<file path="config.mk">
export PLATFORM = sky130hd
export DESIGN_NAME = selective_repeat_receiver_core
export DESIGN_NICKNAME = d
export VERILOG_FILES = /design/src/hdl/srr_pkg.sv /design/src/hdl/selective_repeat_receiver_core.sv /design/src/hdl/srr_ctrl.sv /design/src/hdl/srr_dp.sv
export VERILOG_INCLUDE_DIRS = /design/src /design/src/hdl
export SDC_FILE = /design/constraint.sdc
export NUM_CORES = 1
export LEC_CHECK = 0
export ABC_AREA = 1
export BUFFER_PORTS_ARGS = -buffer_cell sky130_fd_sc_hd__buf_2
export CORE_MARGIN = 4
export CORE_UTILIZATION = 53
export DETAILED_ROUTE_END_ITERATION = 10
export GPL_TIMING_DRIVEN = 0
export PLACE_DENSITY = 0.68
export SLEW_MARGIN = 10
export SYNTH_ARGS = -nofsm -noshare
export SYNTH_HDL_FRONTEND = slang
export SYNTH_HIERARCHICAL = 1
export SYNTH_SLANG_ARGS = --single-unit
</file>
<file path="constraint.sdc">
create_clock -name i_clk -period 12.4 [get_ports i_clk]
set_input_delay 1.86 -clock i_clk [delete_from_list [all_inputs] [get_ports i_clk]]
set_output_delay 1.86 -clock i_clk [all_outputs]
set_load 0.1 [all_outputs]
</file>
<file path="src/hdl/selective_repeat_receiver_core_defines.svh">
// ----------------------------------------------------------------------------
// selective repeat receiver assertion macros
// shared concurrent assertion forms, clocked on i_clk, off while in reset
// ----------------------------------------------------------------------------
`ifndef SELECTIVE_REPEAT_RECEIVER_CORE_DEFINES_SVH
`define SELECTIVE_REPEAT_RECEIVER_CORE_DEFINES_SVH

// condition holds in the same cycle as the trigger
`define SRR_ASSERT_SAME(label, trig, cond, msg) \
    label: assert property (@(posedge i_clk) disable iff (!i_rst_n) (trig) |-> (cond)) \
        else $error(msg);

// condition holds in the cycle after the trigger
`define SRR_ASSERT_NEXT(label, trig, cond, msg) \
    label: assert property (@(posedge i_clk) disable iff (!i_rst_n) (trig) |=> (cond)) \
        else $error(msg);

`endif

</file>
<file path="src/hdl/srr_pkg.sv">
// ----------------------------------------------------------------------------
// srr_pkg
// shared widths, codes and controller/datapath interface types of the
// selective repeat receiver
// ----------------------------------------------------------------------------
package srr_pkg;

    // field widths
    localparam int SEQ_W      = 16;
    localparam int CFG_W      = 7;
    localparam int STATUS_W   = 2;
    localparam int OUT_DATA_W = ((SEQ_W + STATUS_W + 7) / 8) * 8;
    localparam int OUT_PAD_W  = OUT_DATA_W - SEQ_W - STATUS_W;

    // defaults
    localparam int MAX_WINDOW_DEF = 64;
    localparam logic [CFG_W-1:0] WIN_RESET = CFG_W'(8);

    // per-frame outcome
    typedef enum logic [STATUS_W-1:0] {
        ST_DROPPED  = 2'd0,
        ST_STORED   = 2'd1,
        ST_ADVANCED = 2'd2
    } t_frame_status;

    // controller to datapath commands
    typedef struct packed {
        logic clr_wr;        // clear one map slot during the reset sweep
        logic load_in;       // capture an arriving word
        logic mod_step;      // compute the frame's slot
        logic rd_seq;        // read the map at the frame's slot
        logic rd_base;       // read the map at the base slot
        logic latch_status;  // hold the verdict for the result
        logic mark;          // set the frame's slot
        logic advance;       // move the base past the expected frame
        logic clear_adv;     // clear the base slot and move the base on
        logic out_load;      // fill the output register
    } t_dp_cmd;

    // datapath to controller status
    typedef struct packed {
        logic          clr_last;
        logic          map_bit;
        logic          out_free;
        t_frame_status verdict;
    } t_dp_sts;

endpackage

</file>
<file path="src/hdl/selective_repeat_receiver_core.sv">
// a dropped or stored frame passes the slot, map read and decide steps before its result is loaded
// an in-order frame also runs the scan, which reads and clears each further marked slot
// a new frame is taken only once the last result has been loaded into the output
// a result held by the output stalls the next result's hand-off until it is taken
// reset: synchronous, active low; afterwards the map sweep clears all MAX_WINDOW slots
// during that sweep no frame is taken; window size returns to 8
// ----------------------------------------------------------------------------
// selective_repeat_receiver_core
// receiver side of a sliding-window transfer with a circular received map and
// one cumulative acknowledgement per arriving frame
// ----------------------------------------------------------------------------
module selective_repeat_receiver_core #(
    parameter int MAX_WINDOW = srr_pkg::MAX_WINDOW_DEF
) (
    input  logic                            i_clk,
    input  logic                            i_rst_n,
    // frame stream
    input  logic                            s_axis_tvalid,
    output logic                            s_axis_tready,
    // bits [15:0] frame_seq
    input  logic [srr_pkg::SEQ_W-1:0]       s_axis_tdata,
    // acknowledgement stream
    output logic                            m_axis_tvalid,
    input  logic                            m_axis_tready,
    // bits [15:0] ack_seq, [17:16] frame_status, [23:18] zero
    output logic [srr_pkg::OUT_DATA_W-1:0]  m_axis_tdata,
    // bit [0] ack_valid
    output logic                            m_axis_tuser,
    // window size register
    input  logic                            i_cfg_valid,
    output logic                            o_cfg_ready,
    input  logic [srr_pkg::CFG_W-1:0]       i_cfg_data
);
    import srr_pkg::*;

    t_dp_cmd w_cmd;
    t_dp_sts w_sts;

    // sequencer
    srr_ctrl u_ctrl (
        .i_clk         (i_clk),
        .i_rst_n       (i_rst_n),
        .s_axis_tvalid (s_axis_tvalid),
        .s_axis_tready (s_axis_tready),
        .i_sts         (w_sts),
        .o_cmd         (w_cmd)
    );

    // datapath
    srr_dp #(
        .MAX_WINDOW (MAX_WINDOW)
    ) u_dp (
        .i_clk         (i_clk),
        .i_rst_n       (i_rst_n),
        .i_frame_seq   (s_axis_tdata),
        .i_cfg_valid   (i_cfg_valid),
        .o_cfg_ready   (o_cfg_ready),
        .i_cfg_data    (i_cfg_data),
        .i_cmd         (w_cmd),
        .o_sts         (w_sts),
        .m_axis_tvalid (m_axis_tvalid),
        .m_axis_tready (m_axis_tready),
        .m_axis_tdata  (m_axis_tdata),
        .m_axis_tuser  (m_axis_tuser)
    );

endmodule

</file>
<file path="src/hdl/srr_ctrl.sv">
// ----------------------------------------------------------------------------
// srr_ctrl
// sequencer of the selective repeat receiver: reset sweep of the map, slot
// computation, map lookup, window advance scan and result hand-off
// ----------------------------------------------------------------------------
`include "selective_repeat_receiver_core_defines.svh"

module srr_ctrl (
    input  logic              i_clk,
    input  logic              i_rst_n,
    input  logic              s_axis_tvalid,
    output logic              s_axis_tready,
    input  srr_pkg::t_dp_sts  i_sts,
    output srr_pkg::t_dp_cmd  o_cmd
);
    import srr_pkg::*;

    typedef enum logic [7:0] {
        S_CLR      = 8'b0000_0001,
        S_IDLE     = 8'b0000_0010,
        S_MOD      = 8'b0000_0100,
        S_RD       = 8'b0000_1000,
        S_DEC      = 8'b0001_0000,
        S_SCAN_RD  = 8'b0010_0000,
        S_SCAN_CHK = 8'b0100_0000,
        S_OUT      = 8'b1000_0000
    } t_state;

    t_state r_state;
    t_state n_state;
    logic   w_accept;

    assign s_axis_tready = (r_state == S_IDLE);
    assign w_accept      = s_axis_tvalid && s_axis_tready;

    // state register
    always_ff @(posedge i_clk) begin
        if (!i_rst_n) begin
            r_state <= S_CLR;
        end else begin
            r_state <= n_state;
        end
    end

    // next state and commands
    always_comb begin
        n_state = r_state;
        o_cmd   = '0;
        unique case (r_state)
            S_CLR: begin
                o_cmd.clr_wr = 1'b1;
                if (i_sts.clr_last) begin
                    n_state = S_IDLE;
                end
            end
            S_IDLE: begin
                if (w_accept) begin
                    o_cmd.load_in = 1'b1;
                    n_state       = S_MOD;
                end
            end
            S_MOD: begin
                o_cmd.mod_step = 1'b1;
                n_state        = S_RD;
            end
            S_RD: begin
                o_cmd.rd_seq = 1'b1;
                n_state      = S_DEC;
            end
            S_DEC: begin
                o_cmd.latch_status = 1'b1;
                unique case (i_sts.verdict)
                    ST_STORED: begin
                        o_cmd.mark = 1'b1;
                        n_state    = S_OUT;
                    end
                    ST_ADVANCED: begin
                        o_cmd.advance = 1'b1;
                        n_state       = S_SCAN_RD;
                    end
                    default: begin
                        n_state = S_OUT;
                    end
                endcase
            end
            S_SCAN_RD: begin
                o_cmd.rd_base = 1'b1;
                n_state       = S_SCAN_CHK;
            end
            S_SCAN_CHK: begin
                if (i_sts.map_bit) begin
                    o_cmd.clear_adv = 1'b1;
                    n_state         = S_SCAN_RD;
                end else begin
                    n_state = S_OUT;
                end
            end
            S_OUT: begin
                if (i_sts.out_free) begin
                    o_cmd.out_load = 1'b1;
                    n_state        = S_IDLE;
                end
            end
            default: begin
                n_state = S_CLR;
            end
        endcase
    end

    // checks
    `SRR_ASSERT_NEXT(a_accept_starts_mod, w_accept, r_state == S_MOD, "word accepted but slot unit not started")
    `SRR_ASSERT_SAME(a_scan_after_read, r_state == S_SCAN_CHK, $past(r_state) == S_SCAN_RD, "scan check without a map read")
    `SRR_ASSERT_NEXT(a_out_returns_idle, o_cmd.out_load, r_state == S_IDLE, "result loaded but not back to idle")

endmodule

</file>
<file path="src/hdl/srr_dp.sv">
// ----------------------------------------------------------------------------
// srr_dp
// datapath of the selective repeat receiver: window register, slot
// computation, received map memory, window base and the output register
// ----------------------------------------------------------------------------
`include "selective_repeat_receiver_core_defines.svh"

module srr_dp #(
    parameter int MAX_WINDOW = srr_pkg::MAX_WINDOW_DEF
) (
    input  logic                            i_clk,
    input  logic                            i_rst_n,
    // arriving frame number
    input  logic [srr_pkg::SEQ_W-1:0]       i_frame_seq,
    // window size register
    input  logic                            i_cfg_valid,
    output logic                            o_cfg_ready,
    input  logic [srr_pkg::CFG_W-1:0]       i_cfg_data,
    // controller link
    input  srr_pkg::t_dp_cmd                i_cmd,
    output srr_pkg::t_dp_sts                o_sts,
    // result stream
    output logic                            m_axis_tvalid,
    input  logic                            m_axis_tready,
    // bits [15:0] ack_seq, [17:16] frame_status, [23:18] zero
    output logic [srr_pkg::OUT_DATA_W-1:0]  m_axis_tdata,
    // bit [0] ack_valid
    output logic                            m_axis_tuser
);
    import srr_pkg::*;

    localparam int SLOT_W = (MAX_WINDOW > 1) ? $clog2(MAX_WINDOW) : 1;
    localparam int REM_W  = SLOT_W + 1;
    localparam int WIN_W  = ($clog2(MAX_WINDOW + 1) > CFG_W) ? $clog2(MAX_WINDOW + 1) : CFG_W;
    localparam logic [REM_W-1:0]  W_REM     = REM_W'(MAX_WINDOW);
    localparam logic [WIN_W-1:0]  W_WIN     = WIN_W'(MAX_WINDOW);
    localparam logic [SLOT_W-1:0] LAST_SLOT = SLOT_W'(MAX_WINDOW - 1);

    // registers
    logic [CFG_W-1:0]     r_win;
    logic [SEQ_W-1:0]     r_frame_seq;
    logic [SLOT_W-1:0]    r_rem;
    logic [SEQ_W-1:0]     r_next;
    logic [SLOT_W-1:0]    r_base_slot;
    logic                 r_any;
    logic [SLOT_W-1:0]    r_clr_idx;
    logic                 r_map [MAX_WINDOW];
    logic                 r_rd_bit;
    t_frame_status        r_status;
    logic                 r_out_valid;
    logic                 r_out_ack_valid;
    logic [SEQ_W-1:0]     r_out_ack_seq;
    t_frame_status        r_out_status;

    // next values and combinational terms
    logic [SLOT_W-1:0]    n_rem;
    logic                 w_wrapped;
    logic [REM_W-1:0]     w_slot_sum;
    logic [REM_W-1:0]     w_slot_red;
    logic [SLOT_W-1:0]    n_base_slot;
    logic [WIN_W-1:0]     w_win_eff;
    logic [SEQ_W-1:0]     w_offset;
    logic                 w_in_win;
    t_frame_status        w_verdict;
    logic                 w_wr_en;
    logic [SLOT_W-1:0]    w_wr_addr;
    logic                 w_rd_en;
    logic [SLOT_W-1:0]    w_rd_addr;
    logic                 w_step_base;
    logic                 w_out_free;

    assign o_cfg_ready = 1'b1;

    // window size register
    always_ff @(posedge i_clk) begin
        if (!i_rst_n) begin
            r_win <= WIN_RESET;
        end else if (i_cfg_valid) begin
            r_win <= i_cfg_data;
        end
    end

    // frame slot from the base slot, only meaningful inside the map span
    // below the base the number has wrapped past zero and is its own slot
    assign w_wrapped  = r_frame_seq < r_next;
    assign w_slot_sum = REM_W'(r_base_slot) + REM_W'(w_offset[SLOT_W-1:0]);
    assign w_slot_red = (w_slot_sum >= W_REM) ? (w_slot_sum - W_REM) : w_slot_sum;
    assign n_rem      = w_wrapped ? r_frame_seq[SLOT_W-1:0] : w_slot_red[SLOT_W-1:0];

    // frame capture and slot register
    always_ff @(posedge i_clk) begin
        if (i_cmd.load_in) begin
            r_frame_seq <= i_frame_seq;
        end
        if (i_cmd.mod_step) begin
            r_rem <= n_rem;
        end
    end

    // in-window test and verdict against the map bit just read
    assign w_win_eff = (WIN_W'(r_win) > W_WIN) ? W_WIN : WIN_W'(r_win);
    assign w_offset  = r_frame_seq - r_next;
    assign w_in_win  = w_offset < SEQ_W'(w_win_eff);

    always_comb begin
        priority if (!w_in_win) begin
            w_verdict = ST_DROPPED;
        end else if (r_rd_bit) begin
            w_verdict = ST_DROPPED;
        end else if (w_offset != '0) begin
            w_verdict = ST_STORED;
        end else begin
            w_verdict = ST_ADVANCED;
        end
    end

    always_ff @(posedge i_clk) begin
        if (i_cmd.latch_status) begin
            r_status <= w_verdict;
        end
    end

    // window base and its slot, slot tracked alongside the number
    assign w_step_base = i_cmd.advance || i_cmd.clear_adv;
    assign n_base_slot = (r_next == '1 || r_base_slot == LAST_SLOT) ? '0
                       : r_base_slot + SLOT_W'(1);

    always_ff @(posedge i_clk) begin
        if (!i_rst_n) begin
            r_next      <= '0;
            r_base_slot <= '0;
            r_any       <= 1'b0;
        end else begin
            if (w_step_base) begin
                r_next      <= r_next + SEQ_W'(1);
                r_base_slot <= n_base_slot;
            end
            if (i_cmd.advance) begin
                r_any <= 1'b1;
            end
        end
    end

    // reset sweep index
    always_ff @(posedge i_clk) begin
        if (!i_rst_n) begin
            r_clr_idx <= '0;
        end else if (i_cmd.clr_wr) begin
            r_clr_idx <= r_clr_idx + SLOT_W'(1);
        end
    end

    // received map memory, one write and one registered read port
    assign w_wr_en   = i_cmd.clr_wr || i_cmd.mark || i_cmd.clear_adv;
    assign w_wr_addr = i_cmd.clr_wr ? r_clr_idx : (i_cmd.mark ? r_rem : r_base_slot);
    assign w_rd_en   = i_cmd.rd_seq || i_cmd.rd_base;
    assign w_rd_addr = i_cmd.rd_seq ? r_rem : r_base_slot;

    always_ff @(posedge i_clk) begin
        if (w_wr_en) begin
            r_map[w_wr_addr] <= i_cmd.mark;
        end
        if (w_rd_en) begin
            r_rd_bit <= r_map[w_rd_addr];
        end
    end

    // output register
    assign w_out_free = !r_out_valid || m_axis_tready;

    always_ff @(posedge i_clk) begin
        if (!i_rst_n) begin
            r_out_valid <= 1'b0;
        end else if (i_cmd.out_load) begin
            r_out_valid <= 1'b1;
        end else if (m_axis_tready) begin
            r_out_valid <= 1'b0;
        end
    end

    always_ff @(posedge i_clk) begin
        if (i_cmd.out_load) begin
            r_out_ack_valid <= r_any;
            r_out_ack_seq   <= r_any ? (r_next - SEQ_W'(1)) : '0;
            r_out_status    <= r_status;
        end
    end

    assign m_axis_tvalid = r_out_valid;
    assign m_axis_tdata  = {{OUT_PAD_W{1'b0}}, r_out_status, r_out_ack_seq};
    assign m_axis_tuser  = r_out_ack_valid;

    // status to the controller
    assign o_sts.clr_last = (r_clr_idx == LAST_SLOT);
    assign o_sts.map_bit  = r_rd_bit;
    assign o_sts.out_free = w_out_free;
    assign o_sts.verdict  = w_verdict;

    // checks
    `SRR_ASSERT_SAME(a_one_map_writer, 1'b1, $onehot0({i_cmd.clr_wr, i_cmd.mark, i_cmd.clear_adv}), "conflicting map writes")
    `SRR_ASSERT_SAME(a_clear_only_marked, i_cmd.clear_adv, r_rd_bit, "scan clears a slot that was not marked")
    `SRR_ASSERT_NEXT(a_advance_sets_any, i_cmd.advance, r_any && r_next == $past(r_next) + SEQ_W'(1), "advance did not move the base")

endmodule
</file>
==> results.json <==
{
  "synth_area_mm2": 0.00885,
  "leakagePower_nw": 4.38,
  "core_mm2": 0.0161,
  "n_fill_cell": 1458,
  "worst_pin_slew_ns": 0.833,
  "multi_input_area_mm2": 0.00388,
  "synthCells": 1071,
  "finalCritPeriodShare_pct": 43.8,
  "cts_tree": "done",
  "clock_skew_ns": 0.00877,
  "grt_pass1_vias": 6882,
  "grt_pass1_wl_um": 33400,
  "cts_root_buffer": "clkbuf_16",
  "finalSetupViolCount": 0,
  "outcome": "finished, final reports clean",
  "synth-edff-count": 108,
  "slew_headroom_pct": 44.2,
  "synth_area_leader_cell": "edfxtp_1",
  "clk_latency_ns": 0.42,
  "rsz0062_at_grt": "false",
  "routed_wl_um": 20700,
  "grt_max_degree": 19,
  "reg2regPathDepth": 25,
  "synth.area.mux_share_pct": 0,
  "cp_data_required_time_ns": 12.52,
  "worstPathMaxFanout": 16,
  "syn_area_per_cell_um2": 8.26,
  "cts_setup_buffers": 0,
  "track_usage_pct": 22.9,
  "hold_path_end": "u_dp/r_out_status[1]",
  "ios": 56,
  "num_rows": 46,
  "fmax_mhz": 184,
  "setup_tns_ns": 0,
  "grt_overflow": 0,
  "drive_above_1_share_pct": 14.6,
  "numCtsBuffers": 17,
  "first_iter_violations": 512,
  "fin_crit_ns": 5.43,
  "cts_sinks": 153,
  "cts-hold-fix-buffers": 0,
  "yosys.area_share.simple_pct": 28.8,
  "seq_area_frac_synth_pct": 46.8,
  "drc": 0,
  "synth-seq-cells": 153,
  "h-tree-depth": 4,
  "num_vias": 7237,
  "avgViaCountPerCell": 5.25,
  "synthDistinctLibCells": 48,
  "die_w_um": 137,
  "io_buffers": 48,
  "synth_ff_type": "edfxtp_1",
  "synthTopCellsByCount": "nand2_1 (226), inv_1 (154), nor2_1 (148)",
  "wl_per_cell_um": 15.0,
  "worst_ir_drop_vdd_mv": 0.0903,
  "yosysMostFrequentCell": "nand2_1",
  "min-delay-start": "u_dp/r_status[1]",
  "synth_top_area_share_pct": 36.7,
  "globalplace.congestion": 0.878,
  "hp-class": "flop to flop",
  "final_nets": 1210,
  "cts_resized": 0,
  "worstSetupPathType": "flop to flop",
  "n_antenna_cell": 0,
  "finalHoldViolCount": 0,
  "synth-compound-area-share_pct": 8.54,
  "dp_hpwl_um": 15500,
  "synth_xor_area_share_pct": 1.29,
  "synth_fa_ha_area_share_pct": 4.84,
  "async_flop_share_pct": 0,
  "p_per_area_mw_per_mm2": 118,
  "synth_warnings": 6,
  "r2r_start": "u_dp/r_next[2]",
  "synth_top_family_by_area": "simple AND/OR/NAND/NOR gates",
  "crit_arrival_ns": 5.55,
  "final_util_pct": 62.5,
  "seq_area_mm2": 0.00414,
  "synthTopCellsByArea": "edfxtp_1 (37%), dfxtp_1 (10%), nand2_1 (9.6%)",
  "reg2reg_to": "u_dp/r_map[57]",
  "antenna_found_initial": 0,
  "dieArea_mm2": 0.0188,
  "cts.clk_slew.worst_paths_ns": 0.06,
  "dr.pass1.iters": 5,
  "max_cap_viol_count": 0,
  "cts_max_path_buffers": 2,
  "whs_path_depth": 0,
  "end_kind": "flop",
  "ant_nets": 0,
  "r2r_slack_ns": 6.97,
  "areaGrowthSynthToFinish_pct": 13.8,
  "die_h_um": 137,
  "cp-start-kind": "flop",
  "floorplan.initialDensity_pct": 54.9,
  "drv_slew": 0
}
area by class of cell:
| class | instances | area share (%) |
|---|---|---|
| repair buffers | 54 | 3.13 |
| plain buffers | 27 | 1.99 |
| multi-input cells | 725 | 38.6 |
| flip-flops and latches | 153 | 41.2 |
| well taps | 216 | 2.68 |
| inverters | 171 | 6.41 |
| clock inverters | 14 | 1.76 |
| clock buffers | 18 | 4.26 |
flip-flops by register name, indices dropped and copies added, names as in the netlist, 6 cells and up:
name	flops
u_dp/r_clr_idx	6
u_dp/r_rem	6
u_dp/r_map	64
u_dp/r_out_ack_seq	16
u_dp/r_next	16
u_dp/r_win	7
u_dp/r_base_slot	6
u_ctrl/r_state	8
u_dp/r_frame_seq	16
worst max-delay path: stages (launching register included):
cell and delay (ns):
dfxtp_1 0.43, inv_1 0.16, ha_1 0.39, nand2_1 0.10, nand2_1 0.06, inv_1 0.05, nand2_1 0.11, xnor2_1 0.22
inv_1 0.11, ha_1 0.33, a21oi_1 0.13, nand2_1 0.08, nand4_1 0.09, nand2_1 0.05, inv_1 0.06, nand3_1 0.19
nor2_1 0.18, inv_1 0.11, nor3_2 0.69, buf_6 0.26, nand2_1 0.08, o21ai_1 0.11, o21ai_2 0.17, inv_2 0.19
nand4_1 0.50, nor2_1 0.27
where the power goes:
part | leakage (nW) | switching [W] | internal (W)
logic | 2.64 | 0.0000727 | 0.0000247
clock network | 0.295 | 0.000202 | 0.000334
registers | 1.44 | 0.00000408 | 0.000550
total | 4.38 | 0.000279 | 0.000909
how the worst max path moves through the flow:
stage                   startpoint             end  slack, ns  cells after the start
6_report            u_dp/r_next[2]  u_dp/r_map[57]       6.97                     25
4_1_cts             u_dp/r_next[3]  u_dp/r_map[57]       7.01                     25
2_1_floorplan  u_dp/r_frame_seq[0]  u_dp/r_map[14]       5.82                     25
3_5_place_dp        u_dp/r_next[3]  u_dp/r_map[57]       7.02                     25
3_3_place_gp        u_dp/r_next[3]  u_dp/r_map[49]       2.77                     22
5_1_grt             u_dp/r_next[3]  u_dp/r_map[17]       6.55                     25
routing by layer:
layer	vias to the layer above	GRT usage [%]	wire length, um
met3	41	4.20	847
met4	0	9.31	546
met2	171	41.5	10700
li1	3679	-	-
met5	-	0	0
met1	3346	26.7	8600
cells in the final DEF, fill, tap and decap left out, types with 4 or more instances in the layout:
cell type / n
buf_4: 11
ha_1: 31
nand3_1: 92
xnor2_1: 6
dfxtp_1: 45
nor2_1: 146
bufinv_16: 4
nand4_4: 6
xor2_1: 7
nor2_2: 6
clkbuf_1: 5
nand2_2: 5
o211ai_1: 28
nand2_1: 226
nand4_1: 12
clkbuf_16: 17
a21oi_1: 46
buf_6: 11
o21ai_0: 32
edfxtp_1: 108
buf_2: 52
inv_2: 14
a21oi_2: 4
nor3_1: 19
nand2_4: 5
nor3b_1: 4
inv_1: 154
conb_1: 7
clkinv_2: 5
nand3_2: 7
per-stage QoR:
stage	hold slack, ns	std cells	cell area (um^2)	worst slack, ns	total power [W]
6_report	0.434	1378	10100	6.97	0.00119
5_1_grt	0.443	1378	10100	6.55	0.00123
4_1_cts	0.441	1378	10100	7.01	0.00120
3_5_place_dp	0.430	1346	9460	7.02	0.000662
3_3_place_gp	0.424	1340	9380	2.77	0.000660
2_1_floorplan	0.400	1076	8860	5.82	0.000635
cell families (layout without fill, tap and decap cells):
| logic type | Yosys count | count (layout) |
|---|---|---|
| AO/OA/AOI/OAI | 126 | 126 |
| adder cells (fa/ha/maj) | 33 | 33 |
| buffers and inverters | 198 | 284 |
| AND/OR/NAND/NOR | 546 | 546 |
| flip-flops | 153 | 153 |
| XOR/XNOR | 13 | 13 |
| other | 2 | 7 |
Power figures use the tool's default switching activity.
